`src/rtl/overvoltage_alarm_trip_relay_unit_macros.svh`:
```
// ---------------------------------------------------------------------------
// Overvoltage relay assertion macros
// Shorthand for the concurrent checks at the end of the top level.
// ---------------------------------------------------------------------------
`ifndef OVERVOLTAGE_ALARM_TRIP_RELAY_UNIT_MACROS_SVH
`define OVERVOLTAGE_ALARM_TRIP_RELAY_UNIT_MACROS_SVH

// same-cycle implication, disabled during reset
`define OVTR_ASSERT_SAME(lbl, clk, rst, ante, cons) \
   lbl: assert property (@(posedge clk) disable iff (rst) (ante) |-> (cons)) \
      else $error("overvoltage relay check failed");

// next-cycle implication, disabled during reset
`define OVTR_ASSERT_NEXT(lbl, clk, rst, ante, cons) \
   lbl: assert property (@(posedge clk) disable iff (rst) (ante) |=> (cons)) \
      else $error("overvoltage relay check failed");

`endif

```
`src/rtl/ovtr_pkg.sv`:
```
// ---------------------------------------------------------------------------
// Overvoltage relay package
// Payload types, status codes, register indexes and the update control.
// ---------------------------------------------------------------------------
package ovtr_pkg;

   localparam int PHASE_W  = 2;
   localparam int VOLT_W   = 32;
   localparam int NOW_W    = 48;
   localparam int STATUS_W = 3;
   localparam int CSR_W    = 48;
   localparam int CSR_IDX_W = 2;

   localparam logic [STATUS_W-1:0] STATUS_SAFE         = 3'd0;
   localparam logic [STATUS_W-1:0] STATUS_ALARM_TIMING = 3'd1;
   localparam logic [STATUS_W-1:0] STATUS_ALARM        = 3'd2;
   localparam logic [STATUS_W-1:0] STATUS_TRIP_TIMING  = 3'd3;
   localparam logic [STATUS_W-1:0] STATUS_TRIP_NOW     = 3'd4;
   localparam logic [STATUS_W-1:0] STATUS_OPEN         = 3'd5;

   localparam logic [CSR_IDX_W-1:0] CSR_ALARM_LIMIT  = 2'd0;
   localparam logic [CSR_IDX_W-1:0] CSR_TRIP_LIMIT   = 2'd1;
   localparam logic [CSR_IDX_W-1:0] CSR_ALARM_PERIOD = 2'd2;
   localparam logic [CSR_IDX_W-1:0] CSR_TRIP_PERIOD  = 2'd3;

   typedef struct packed {
      logic [PHASE_W-1:0] phase;
      logic [VOLT_W-1:0]  voltage;
      logic [NOW_W-1:0]   now;
      logic               breaker_closed;
   } req_type;

   typedef struct packed {
      logic [PHASE_W-1:0]  phase_out;
      logic [STATUS_W-1:0] status;
      logic                alarm;
      logic                trip;
   } rsp_type;

   typedef struct packed {
      logic trip_set;
      logic trip_clr;
      logic alarm_set;
      logic alarm_clr;
      logic latch;
   } upd_type;

endpackage

```
`src/rtl/overvoltage_alarm_trip_relay_unit.sv`:
```
// ---------------------------------------------------------------------------
// Overvoltage alarm and trip relay
// Definite-time overvoltage relay for one three-phase breaker.
// ---------------------------------------------------------------------------
// Usage:
//   req_ carries one voltage sample per beat (phase, voltage, timestamp,
//   breaker state); rsp_ returns exactly one result beat per sample, in
//   order: echoed phase, status code, alarm flag and the trip latch.
//   csr_ writes the limits and periods; write only while the block is idle.
// Timing:
//   A sample is registered on acceptance and evaluated in the next cycle,
//   where one 48-bit subtract and compare per timer decides the status and
//   the timer update; the result is registered. Throughput is one beat per
//   cycle while the result is not stalled: the input register refills in
//   the same cycle its sample moves to the result register.
// Reset:
//   Clears all timers, the trip latch, both valid flags and the registers
//   to their defaults (trip limit all ones, the rest zero).
// Stall:
//   While rsp_ready is low the result holds; one more sample is taken into
//   the input register, then req_ready drops until the result is taken.
// ---------------------------------------------------------------------------
`include "overvoltage_alarm_trip_relay_unit_macros.svh"

module overvoltage_alarm_trip_relay_unit
   import ovtr_pkg::*;
#(
   parameter int NUM_PHASES = 3,
   parameter int TIME_WIDTH = 48
) (
   input  logic                 clock,
   input  logic                 reset,
   input  logic                 req_valid,
   output logic                 req_ready,
   input  req_type              req_data,
   output logic                 rsp_valid,
   input  logic                 rsp_ready,
   output rsp_type              rsp_data,
   input  logic                 csr_we,
   input  logic [CSR_IDX_W-1:0] csr_index,
   input  logic [CSR_W-1:0]     csr_wdata
);

   localparam int PIDX_W = (NUM_PHASES > 1) ? $clog2(NUM_PHASES) : 1;

   logic                  s1_valid_ff;
   logic                  s1_valid_in;
   req_type               s1_ff;
   logic                  rsp_valid_ff;
   logic                  rsp_valid_in;
   rsp_type               rsp_ff;
   rsp_type               rsp_in;
   logic [VOLT_W-1:0]     alarm_limit_ff;
   logic [VOLT_W-1:0]     trip_limit_ff;
   logic [CSR_W-1:0]      alarm_period_ff;
   logic [CSR_W-1:0]      trip_period_ff;

   logic                  advance;
   logic                  in_range;
   logic [PIDX_W-1:0]     idx;
   logic                  trip_running;
   logic [TIME_WIDTH-1:0] trip_start;
   logic                  alarm_running;
   logic [TIME_WIDTH-1:0] alarm_start;
   logic                  tripped;
   logic [STATUS_W-1:0]   status;
   logic                  alarm;
   upd_type               upd;

   assign advance      = s1_valid_ff && (!rsp_valid_ff || rsp_ready);
   assign req_ready    = !s1_valid_ff || advance;
   assign s1_valid_in  = (req_valid && req_ready) || (s1_valid_ff && !advance);
   assign rsp_valid_in = advance || (rsp_valid_ff && !rsp_ready);
   assign in_range     = 32'(s1_ff.phase) < 32'(NUM_PHASES);
   assign idx          = PIDX_W'(s1_ff.phase);

   assign rsp_in.phase_out = s1_ff.phase;
   assign rsp_in.status    = status;
   assign rsp_in.alarm     = alarm;
   assign rsp_in.trip      = tripped | upd.latch;

   assign rsp_valid = rsp_valid_ff;
   assign rsp_data  = rsp_ff;

   ovtr_state #(
      .NUM_PHASES (NUM_PHASES),
      .TIME_WIDTH (TIME_WIDTH),
      .PIDX_W     (PIDX_W)
   ) u_state (
      .clock         (clock),
      .reset         (reset),
      .update        (advance),
      .idx           (idx),
      .now           (s1_ff.now),
      .upd           (upd),
      .trip_running  (trip_running),
      .trip_start    (trip_start),
      .alarm_running (alarm_running),
      .alarm_start   (alarm_start),
      .tripped       (tripped)
   );

   ovtr_eval #(
      .TIME_WIDTH (TIME_WIDTH)
   ) u_eval (
      .sample        (s1_ff),
      .in_range      (in_range),
      .tripped       (tripped),
      .trip_running  (trip_running),
      .trip_start    (trip_start),
      .alarm_running (alarm_running),
      .alarm_start   (alarm_start),
      .alarm_limit   (alarm_limit_ff),
      .trip_limit    (trip_limit_ff),
      .alarm_period  (alarm_period_ff),
      .trip_period   (trip_period_ff),
      .status        (status),
      .alarm         (alarm),
      .upd           (upd)
   );

   always_ff @(posedge clock) begin
      if (reset) begin
         s1_valid_ff     <= 1'b0;
         rsp_valid_ff    <= 1'b0;
         alarm_limit_ff  <= '0;
         trip_limit_ff   <= '1;
         alarm_period_ff <= '0;
         trip_period_ff  <= '0;
      end else begin
         s1_valid_ff  <= s1_valid_in;
         rsp_valid_ff <= rsp_valid_in;
         if (csr_we) begin
            unique case (csr_index)
               CSR_ALARM_LIMIT:  alarm_limit_ff  <= csr_wdata[VOLT_W-1:0];
               CSR_TRIP_LIMIT:   trip_limit_ff   <= csr_wdata[VOLT_W-1:0];
               CSR_ALARM_PERIOD: alarm_period_ff <= csr_wdata;
               CSR_TRIP_PERIOD:  trip_period_ff  <= csr_wdata;
               default:          alarm_limit_ff  <= alarm_limit_ff;
            endcase
         end
      end
   end

   always_ff @(posedge clock) begin
      if (req_valid && req_ready) begin
         s1_ff <= req_data;
      end
      if (advance) begin
         rsp_ff <= rsp_in;
      end
   end

   `OVTR_ASSERT_SAME(a_alarm_status, clock, reset, rsp_valid_ff, rsp_ff.alarm == (rsp_ff.status == STATUS_ALARM))
   `OVTR_ASSERT_SAME(a_trip_now_latched, clock, reset, rsp_valid_ff && (rsp_ff.status == STATUS_TRIP_NOW), rsp_ff.trip)
   `OVTR_ASSERT_NEXT(a_latch_sticky, clock, reset, tripped, tripped)
   `OVTR_ASSERT_NEXT(a_held_sample, clock, reset, s1_valid_ff && !advance, s1_valid_ff && $stable(s1_ff))

endmodule

```
`src/rtl/ovtr_eval.sv`:
```
// ---------------------------------------------------------------------------
// Overvoltage relay evaluation
// Band classification, elapsed-time compares and timer update decision.
// ---------------------------------------------------------------------------
module ovtr_eval
   import ovtr_pkg::*;
#(
   parameter int TIME_WIDTH = 48
) (
   input  req_type               sample,
   input  logic                  in_range,
   input  logic                  tripped,
   input  logic                  trip_running,
   input  logic [TIME_WIDTH-1:0] trip_start,
   input  logic                  alarm_running,
   input  logic [TIME_WIDTH-1:0] alarm_start,
   input  logic [VOLT_W-1:0]     alarm_limit,
   input  logic [VOLT_W-1:0]     trip_limit,
   input  logic [CSR_W-1:0]      alarm_period,
   input  logic [CSR_W-1:0]      trip_period,
   output logic [STATUS_W-1:0]   status,
   output logic                  alarm,
   output upd_type               upd
);

   logic [TIME_WIDTH-1:0] now_t;
   logic [TIME_WIDTH-1:0] trip_elapsed;
   logic [TIME_WIDTH-1:0] alarm_elapsed;
   logic                  trip_due;
   logic                  alarm_due;

   assign now_t         = TIME_WIDTH'(sample.now);
   assign trip_elapsed  = now_t - trip_start;
   assign alarm_elapsed = now_t - alarm_start;
   assign trip_due      = trip_elapsed >= TIME_WIDTH'(trip_period);
   assign alarm_due     = alarm_elapsed >= TIME_WIDTH'(alarm_period);

   always_comb begin
      upd    = '0;
      status = STATUS_SAFE;
      alarm  = 1'b0;
      priority if (!in_range) begin
         status = STATUS_SAFE;
      end else if (!sample.breaker_closed || tripped) begin
         status = STATUS_OPEN;
      end else if (sample.voltage > trip_limit) begin
         priority if (!trip_running) begin
            upd.trip_set = 1'b1;
            status       = STATUS_TRIP_TIMING;
         end else if (trip_due) begin
            upd.latch = 1'b1;
            status    = STATUS_TRIP_NOW;
         end else begin
            status = STATUS_TRIP_TIMING;
         end
      end else if (sample.voltage >= alarm_limit) begin
         upd.trip_clr = 1'b1;
         priority if (!alarm_running) begin
            upd.alarm_set = 1'b1;
            status        = STATUS_ALARM_TIMING;
         end else if (alarm_due) begin
            status = STATUS_ALARM;
            alarm  = 1'b1;
         end else begin
            status = STATUS_ALARM_TIMING;
         end
      end else begin
         upd.trip_clr  = 1'b1;
         upd.alarm_clr = 1'b1;
      end
   end

endmodule

```
`src/rtl/ovtr_state.sv`:
```
// ---------------------------------------------------------------------------
// Overvoltage relay timer state
// Per-phase trip and alarm timers and the trip latch.
// ---------------------------------------------------------------------------
module ovtr_state
   import ovtr_pkg::*;
#(
   parameter int NUM_PHASES = 3,
   parameter int TIME_WIDTH = 48,
   parameter int PIDX_W     = 2
) (
   input  logic                  clock,
   input  logic                  reset,
   input  logic                  update,
   input  logic [PIDX_W-1:0]     idx,
   input  logic [NOW_W-1:0]      now,
   input  upd_type               upd,
   output logic                  trip_running,
   output logic [TIME_WIDTH-1:0] trip_start,
   output logic                  alarm_running,
   output logic [TIME_WIDTH-1:0] alarm_start,
   output logic                  tripped
);

   logic [NUM_PHASES-1:0] trip_run_ff;
   logic [NUM_PHASES-1:0] alarm_run_ff;
   logic [TIME_WIDTH-1:0] trip_start_ff  [NUM_PHASES];
   logic [TIME_WIDTH-1:0] alarm_start_ff [NUM_PHASES];
   logic                  tripped_ff;
   logic                  tripped_in;

   assign trip_running  = trip_run_ff[idx];
   assign alarm_running = alarm_run_ff[idx];
   assign trip_start    = trip_start_ff[idx];
   assign alarm_start   = alarm_start_ff[idx];
   assign tripped       = tripped_ff;
   assign tripped_in    = tripped_ff | (update & upd.latch);

   always_ff @(posedge clock) begin
      if (reset) begin
         trip_run_ff  <= '0;
         alarm_run_ff <= '0;
         tripped_ff   <= 1'b0;
      end else begin
         tripped_ff <= tripped_in;
         for (int p = 0; p < NUM_PHASES; p++) begin
            if (update && (idx == PIDX_W'(p))) begin
               if (upd.trip_set) begin
                  trip_run_ff[p] <= 1'b1;
               end else if (upd.trip_clr) begin
                  trip_run_ff[p] <= 1'b0;
               end
               if (upd.alarm_set) begin
                  alarm_run_ff[p] <= 1'b1;
               end else if (upd.alarm_clr) begin
                  alarm_run_ff[p] <= 1'b0;
               end
            end
         end
      end
   end

   always_ff @(posedge clock) begin
      for (int p = 0; p < NUM_PHASES; p++) begin
         if (update && (idx == PIDX_W'(p))) begin
            if (upd.trip_set) begin
               trip_start_ff[p] <= TIME_WIDTH'(now);
            end
            if (upd.alarm_set) begin
               alarm_start_ff[p] <= TIME_WIDTH'(now);
            end
         end
      end
   end

endmodule

```
`config.mk`:
```
export PLATFORM = sky130hd
export DESIGN_NAME = overvoltage_alarm_trip_relay_unit
export DESIGN_NICKNAME = d
export VERILOG_FILES = /design/src/rtl/ovtr_pkg.sv /design/src/rtl/overvoltage_alarm_trip_relay_unit.sv /design/src/rtl/ovtr_eval.sv /design/src/rtl/ovtr_state.sv
export VERILOG_INCLUDE_DIRS = /design/src /design/src/rtl
export SDC_FILE = /design/constraint.sdc
export NUM_CORES = 1
export LEC_CHECK = 0
export BUFFER_PORTS_ARGS = -buffer_cell sky130_fd_sc_hd__buf_4
export CORE_ASPECT_RATIO = 2
export CORE_MARGIN = 3
export CORE_UTILIZATION = 48
export DETAILED_ROUTE_END_ITERATION = 8
export HOLD_SLACK_MARGIN = 0.05
export PLACE_DENSITY_LB_ADDON = 0.08
export SLEW_MARGIN = 10
export SYNTH_ARGS = -nofsm -noshare
export SYNTH_HDL_FRONTEND = slang
export SYNTH_SLANG_ARGS = --single-unit
```
`constraint.sdc`:
```
create_clock -name clock -period 8.81 [get_ports clock]
set_input_delay 1.3215 -clock clock [delete_from_list [all_inputs] [get_ports clock]]
set_output_delay 1.3215 -clock clock [all_outputs]
set_load 0.03 [all_outputs]
```
* After elaboration in Yosys (flattened, before gate mapping)
Memory sizes are Yosys's and may differ from the RTL's. A register that Yosys moved wholly into a read port is not among the register bits. Index checks and enable logic that the tools add are counted.
Storage, ports and cells: bits in registers 259, memory bits (writable) 288, input port bits 138, output and inout bits 9, logic and storage cells 135, memories kept 2
Cells by class: add/sub/neg operators 2, $lt $le $gt $ge 6, equal/unequal tests 5, multiplexer cells 55, bitwise logic cells 6, reduce and logical (&&, ||, !) cells 37
Memory list:
- u_state.alarm_start_ff | depth 3, width 48, rd ports 1, clocked after memory_dff 1, write ports 1, line ovtr_state.sv:28 | logic [TIME_WIDTH-1:0] alarm_start_ff [NUM_PHASES];
- u_state.trip_start_ff | depth 3, width 48, rd ports 1, clocked after memory_dff 1, write ports 1, line ovtr_state.sv:27 | logic [TIME_WIDTH-1:0] trip_start_ff [NUM_PHASES];
Operators with widths (number):
- 2-to-1 mux 48 bit | 4
- OR reduction 48 bit | 4
- >= comparator 48 bit | 2
- subtractor 48 bit | 2
- 2-to-1 mux 1 bit | 33
- >= comparator 32 bit | 1
- greater-than comparator 32 bit | 1
- AND reduction 2 bit | 10
- 2-to-1 mux 3 bit | 6
- 2-to-1 mux 2 bit | 8
- 2-to-1 mux 5 bit | 2
- logical AND 1 bit | 7
- equality test 2 bit (second input constant) | 3
- logical NOT 1 bit | 5
- logical OR 1 bit | 5
- OR reduction 5 bit | 1
- binary-select mux 1 bit (select 2 bit) | 2
- equality test 2 x 1 -> 1 bit (second input constant) | 2
- logical NOT 2 bit | 2
- nonzero test 2 bit | 2
- less-than comparator 2 x 3 -> 1 bit (second input constant) | 1
- NOT 1 bit | 3
- less-than comparator 2 bit (second input constant) | 1
- bitwise OR 1 bit | 2
- 2 further kinds | 2

* Longest topological paths before layout
depth after elaboration 13, mapped depth 27, depth with buffers taken out 24

* Hierarchy
Synthesis repeated with hierarchy kept, for this count alone.
Second synthesis, totals: cell total of the unflattened synthesis 2627, area total of the unflattened synthesis 29303.1 sq um
Modules (own cells, without submodules):
- ovtr_state | times used 1, cells an instance 656, area each 11070.6 sq um, seq. area each 8788.4 sq um
- overvoltage_alarm_trip_relay_unit | times used 1, cells an instance 713, area each 9240.1 sq um, seq. area each 5945.7 sq um
- ovtr_eval | times used 1, cells an instance 1258, area each 8992.4 sq um, seq. area each 0.0 sq um

* Worst setup path before layout
OpenSTA, ideal clock, no wires.
path type register to register, from register (tool-made name), to register rsp_ff (netlist bit rsp_data[4]), data pin, setup time 0.277 ns, arrival time 5.608 ns, data required time 8.533 ns, path slack 2.925 ns, cell stages (with the launch flop) 26, path buffers 3, clock period less this slack 5.885 ns, cell sequence dfxtp_1 > clkbuf_1 > clkbuf_1 > clkbuf_1 > mux2i_1 > o21ai_0 > ha_1 > inv_1 > fa_1 > a211oi_1 > nor2_1 > o31ai_2 > o21ai_1 > a41oi_1 > o21ai_1 > a221oi_1 > o21ai_1 > xor2_1 > ha_1 > a21o_1 > a21o_1 > a21oi_1 > o211ai_1 > a221o_1 > o31ai_1 > o21ai_0
RTL lines:
- end signal: assignment | line overvoltage_alarm_trip_relay_unit.sv:150 | rsp_ff <= rsp_in;
- end: declaration | line overvoltage_alarm_trip_relay_unit.sv:51 | rsp_type rsp_ff;

==> reports/results.txt <==
Initial antenna violation count - 0
Period minus WS final - 6935 ps
# hold bufs at CTS - 0
CTS Sinks - 549
Final Setup Violations - 0
Post-DRT Antenna Nets - 0
Sequential share of the synthesized area - 51.81%
Post-synthesis average cell area - 10.51 µm²
R2r worst-path depth - 22
Critical path required time - 9130 ps
FF-to-FF End - rsp_data[4]
Status - complete, no violations
WS Path Type - reg -> reg
Leading area contributor after synthesis - edfxtp_1
Synth Warn # - 0
Setup TNS - 0 ps
EDFF count, synth - 378
Synthesized flop and latch total - 549
Antenna diodes - 0
Syn nets - 3107
Hold path startpoint - alarm_period_ff[29]
Dpl hpwl - 60050 µm
Pwr Density - 202.4 nW/µm²
Worst VDD drop - 0.1671 mV
Die outline width - 178.3 µm
# Max-Cap Violations - 0
Longest Clk Path Bufs - 3
Detailed Route WL - 81670 µm
CTS clk-pin slew, worst paths - 60 ps
Distinct cells, synth - 76
Residual DRC - 0
Via count - 20560
Crit path capture - rsp_data[4]
CTS buffer count - 52
Slew Viols, Final - 0
Rows - 125
HP Class - reg -> reg
Post-Syn Area - 28510 µm²
Largest net degree at the start of global routing - 101
Clk_lat worst skew - 610 ps
Nets - 3220
Top-area cell type share of the netlist area - 39.81%
Synthesis-to-finish area growth - 12.51%
First-pass GRT wire length - 123600 µm
CP startpoint kind - flop
Count leader, synth - edfxtp_1
Boundary pin count - 147
Ys flop type - edfxtp_1
Period Utilization, post-route - 78.72%
CORE AREA - 58490 µm²
Multi-input gate area - 12710 µm²
Crit Path Max Fanout - 34
Skew final - 21.24 ps
P_leak - 0.01255 µW
Hold Vio Cnt, Final - 0
Max Clock Freq - 144.2 MHz
Gr usage total - 25.98%
Worst-margin pin slew - 1145 ps
Synth cell count leaders - edfxtp_1 (378), a21oi_1 (351), nand2_1 (328), ha_1 (254), nor2_1 (205)
Flop-to-flop setup slack - 1870 ps
Slew Limit Headroom - 23.69%
Layout cells sized above 1 - 9.895%
Gates resized, CTS repair - 0
Die Y - 350.7 µm
Async SR Flop Fraction - 0%
Register area - 14780 µm²
Setup Buffers After CTS - 0
Cells after Synth - 2713
Synth area leaders - edfxtp_1 (40%), dfxtp_1 (12%), ha_1 (11%)
Vias in the first global route - 21310
GRT overflow - 0
Post-layout worst setup margin - 1875 ps
Critical Path End Type - flop
CP arrival - 7260 ps
Starting Density - 48.75%
CTS H-tree depth - 2
PortBufs - 146
FILL cells - 5282
Vias/cell - 5.661
Die area - 62540 µm²
CTS tree - yes
Place WS - 1786 ps
Root Buffer - clkbuf_16
Detailed-route wire length per cell - 22.49 µm
Initial drt markers - 1017
RD Place Congestion - 0.9498
Pre-Repair DR Iteration Count - 6
RSZ-0062 raised after global routing - false
-- stage by stage --
| stage | area (µm²) | hold WS, ps | util [%] | total power [µW] | cells |
|---|---|---|---|---|---|
| 2_1_floorplan | 28510 | 420.6 | - | 3818 | 2713 |
| 5_1_grt | 32080 | 471.4 | 54.84 | 6786 | 3632 |
| 3_3_place_gp | 30380 | 442.7 | 51.94 | 4247 | 3534 |
| 6_report | 32080 | 453.1 | 54.84 | 6492 | 3632 |
| 4_1_cts | 32080 | 456.0 | 54.84 | 6546 | 3632 |
| 3_5_place_dp | 30380 | 447.0 | 51.94 | 4266 | 3534 |
-- worst min path at each step --
stage                                      to  slack (ps)  depth (start not counted)
after detailed placement  alarm_period_ff[11]         450                          2
after floorplan                   rsp_data[5]         420                          0
final                     alarm_period_ff[29]         450                          2
after CTS                 alarm_period_ff[10]         460                          2
after global routing       alarm_limit_ff[13]         470                          2
after global placement     alarm_limit_ff[24]         440                          2
-- flip-flops by register name, summed over array words and instances (netlist names), 7 cells and up, named ones only --
| register | flops |
|---|---|
| alarm_limit_ff | 32 |
| alarm_period_ff | 48 |
| rsp_data | 7 |
| s1_ff | 81 |
| trip_limit_ff | 32 |
| trip_period_ff | 48 |
| u_state.alarm_start_ff | 144 |
| u_state.trip_start_ff | 144 |
-- cells in the final DEF, fill, tap and decap left out, types with 9 or more instances in the layout --
| master | Yosys | layout |
|---|---|---|
| a211o_1 | 35 | 35 |
| a211oi_1 | 19 | 19 |
| a21o_1 | 120 | 120 |
| a21oi_1 | 351 | 351 |
| a31oi_1 | 18 | 18 |
| and2_1 | 10 | 10 |
| and3_1 | 10 | 9 |
| buf_4 | 0 | 167 |
| clkbuf_1 | 85 | 15 |
| clkbuf_16 | 0 | 53 |
| clkinv_2 | 0 | 10 |
| dfxtp_1 | 171 | 169 |
| edfxtp_1 | 378 | 378 |
| ha_1 | 254 | 254 |
| inv_1 | 181 | 180 |
| mux2i_1 | 98 | 98 |
| nand2_1 | 328 | 328 |
| nand2b_1 | 19 | 19 |
| nand3_1 | 26 | 25 |
| nand4_1 | 47 | 47 |
| nor2_1 | 205 | 198 |
| nor2b_1 | 17 | 17 |
| nor3_1 | 9 | 9 |
| o211ai_1 | 14 | 14 |
| o21a_1 | 16 | 16 |
| o21ai_0 | 62 | 62 |
| o21bai_1 | 18 | 18 |
| xnor2_1 | 48 | 48 |
| xor2_1 | 37 | 37 |
-- critical path, cell delays in order, from the launching register on --
cell      delay, ps
dfxtp_4         850
mux2i_1         150
o21ai_0         180
ha_1            190
inv_1            50
fa_1            410
a211oi_1        230
nor2_1          120
o31ai_2         450
o21ai_1         280
a41oi_1         360
o21ai_1         150
a221oi_1        560
o21ai_1         200
xor2_1          180
ha_1            190
a21o_1          150
a21o_1          170
a21oi_1         130
o211ai_1        140
a221o_1         350
o31ai_1         880
o21ai_0         210
-- routing by layer --
layer | share of wire (%) | wire, µm | global-route usage (%) | vias up
met4 | 4.9 | 4036 | 11.11 | 0
met5 | 0 | 0 | 0 | -
met1 | 37 | 29960 | 27.75 | 9940
met2 | 55 | 44990 | 50.57 | 460
met3 | 3.3 | 2680 | 2.642 | 150
li1 | - | - | - | 10010
-- power breakdown --
group / leakage [µW] / switching [µW] / internal (µW)
registers: 0.00486 / 71.9 / 2820
clock network: 0.000830 / 1010 / 1270
logic: 0.00686 / 787 / 541
total: 0.0125 / 1870 / 4630
-- area by class of cell --
| type | count | share of cell area, % |
|---|---|---|
| Sequential cell | 549 | 46.08 |
| Multi-Input combinational cell | 1875 | 39.62 |
| Clock buffer | 68 | 4.310 |
| Timing Repair Buffer | 167 | 3.908 |
| Tap cell | 762 | 2.972 |
| Inverter | 181 | 2.126 |
| Clock inverter | 30 | 0.9906 |
-- kinds of logic after synthesis --
kind of cell / Yosys count / share of synthesized area, %
xor+xnor: 85 / 2.611
compound gates: 728 / 16.14
mux: 100 / 3.519
buf+inv: 289 / 3.840
simple gates: 706 / 10.79
fa+ha+maj: 256 / 11.29
flops: 549 / 51.81
Note: power is estimated with default switching activity, not from simulation.
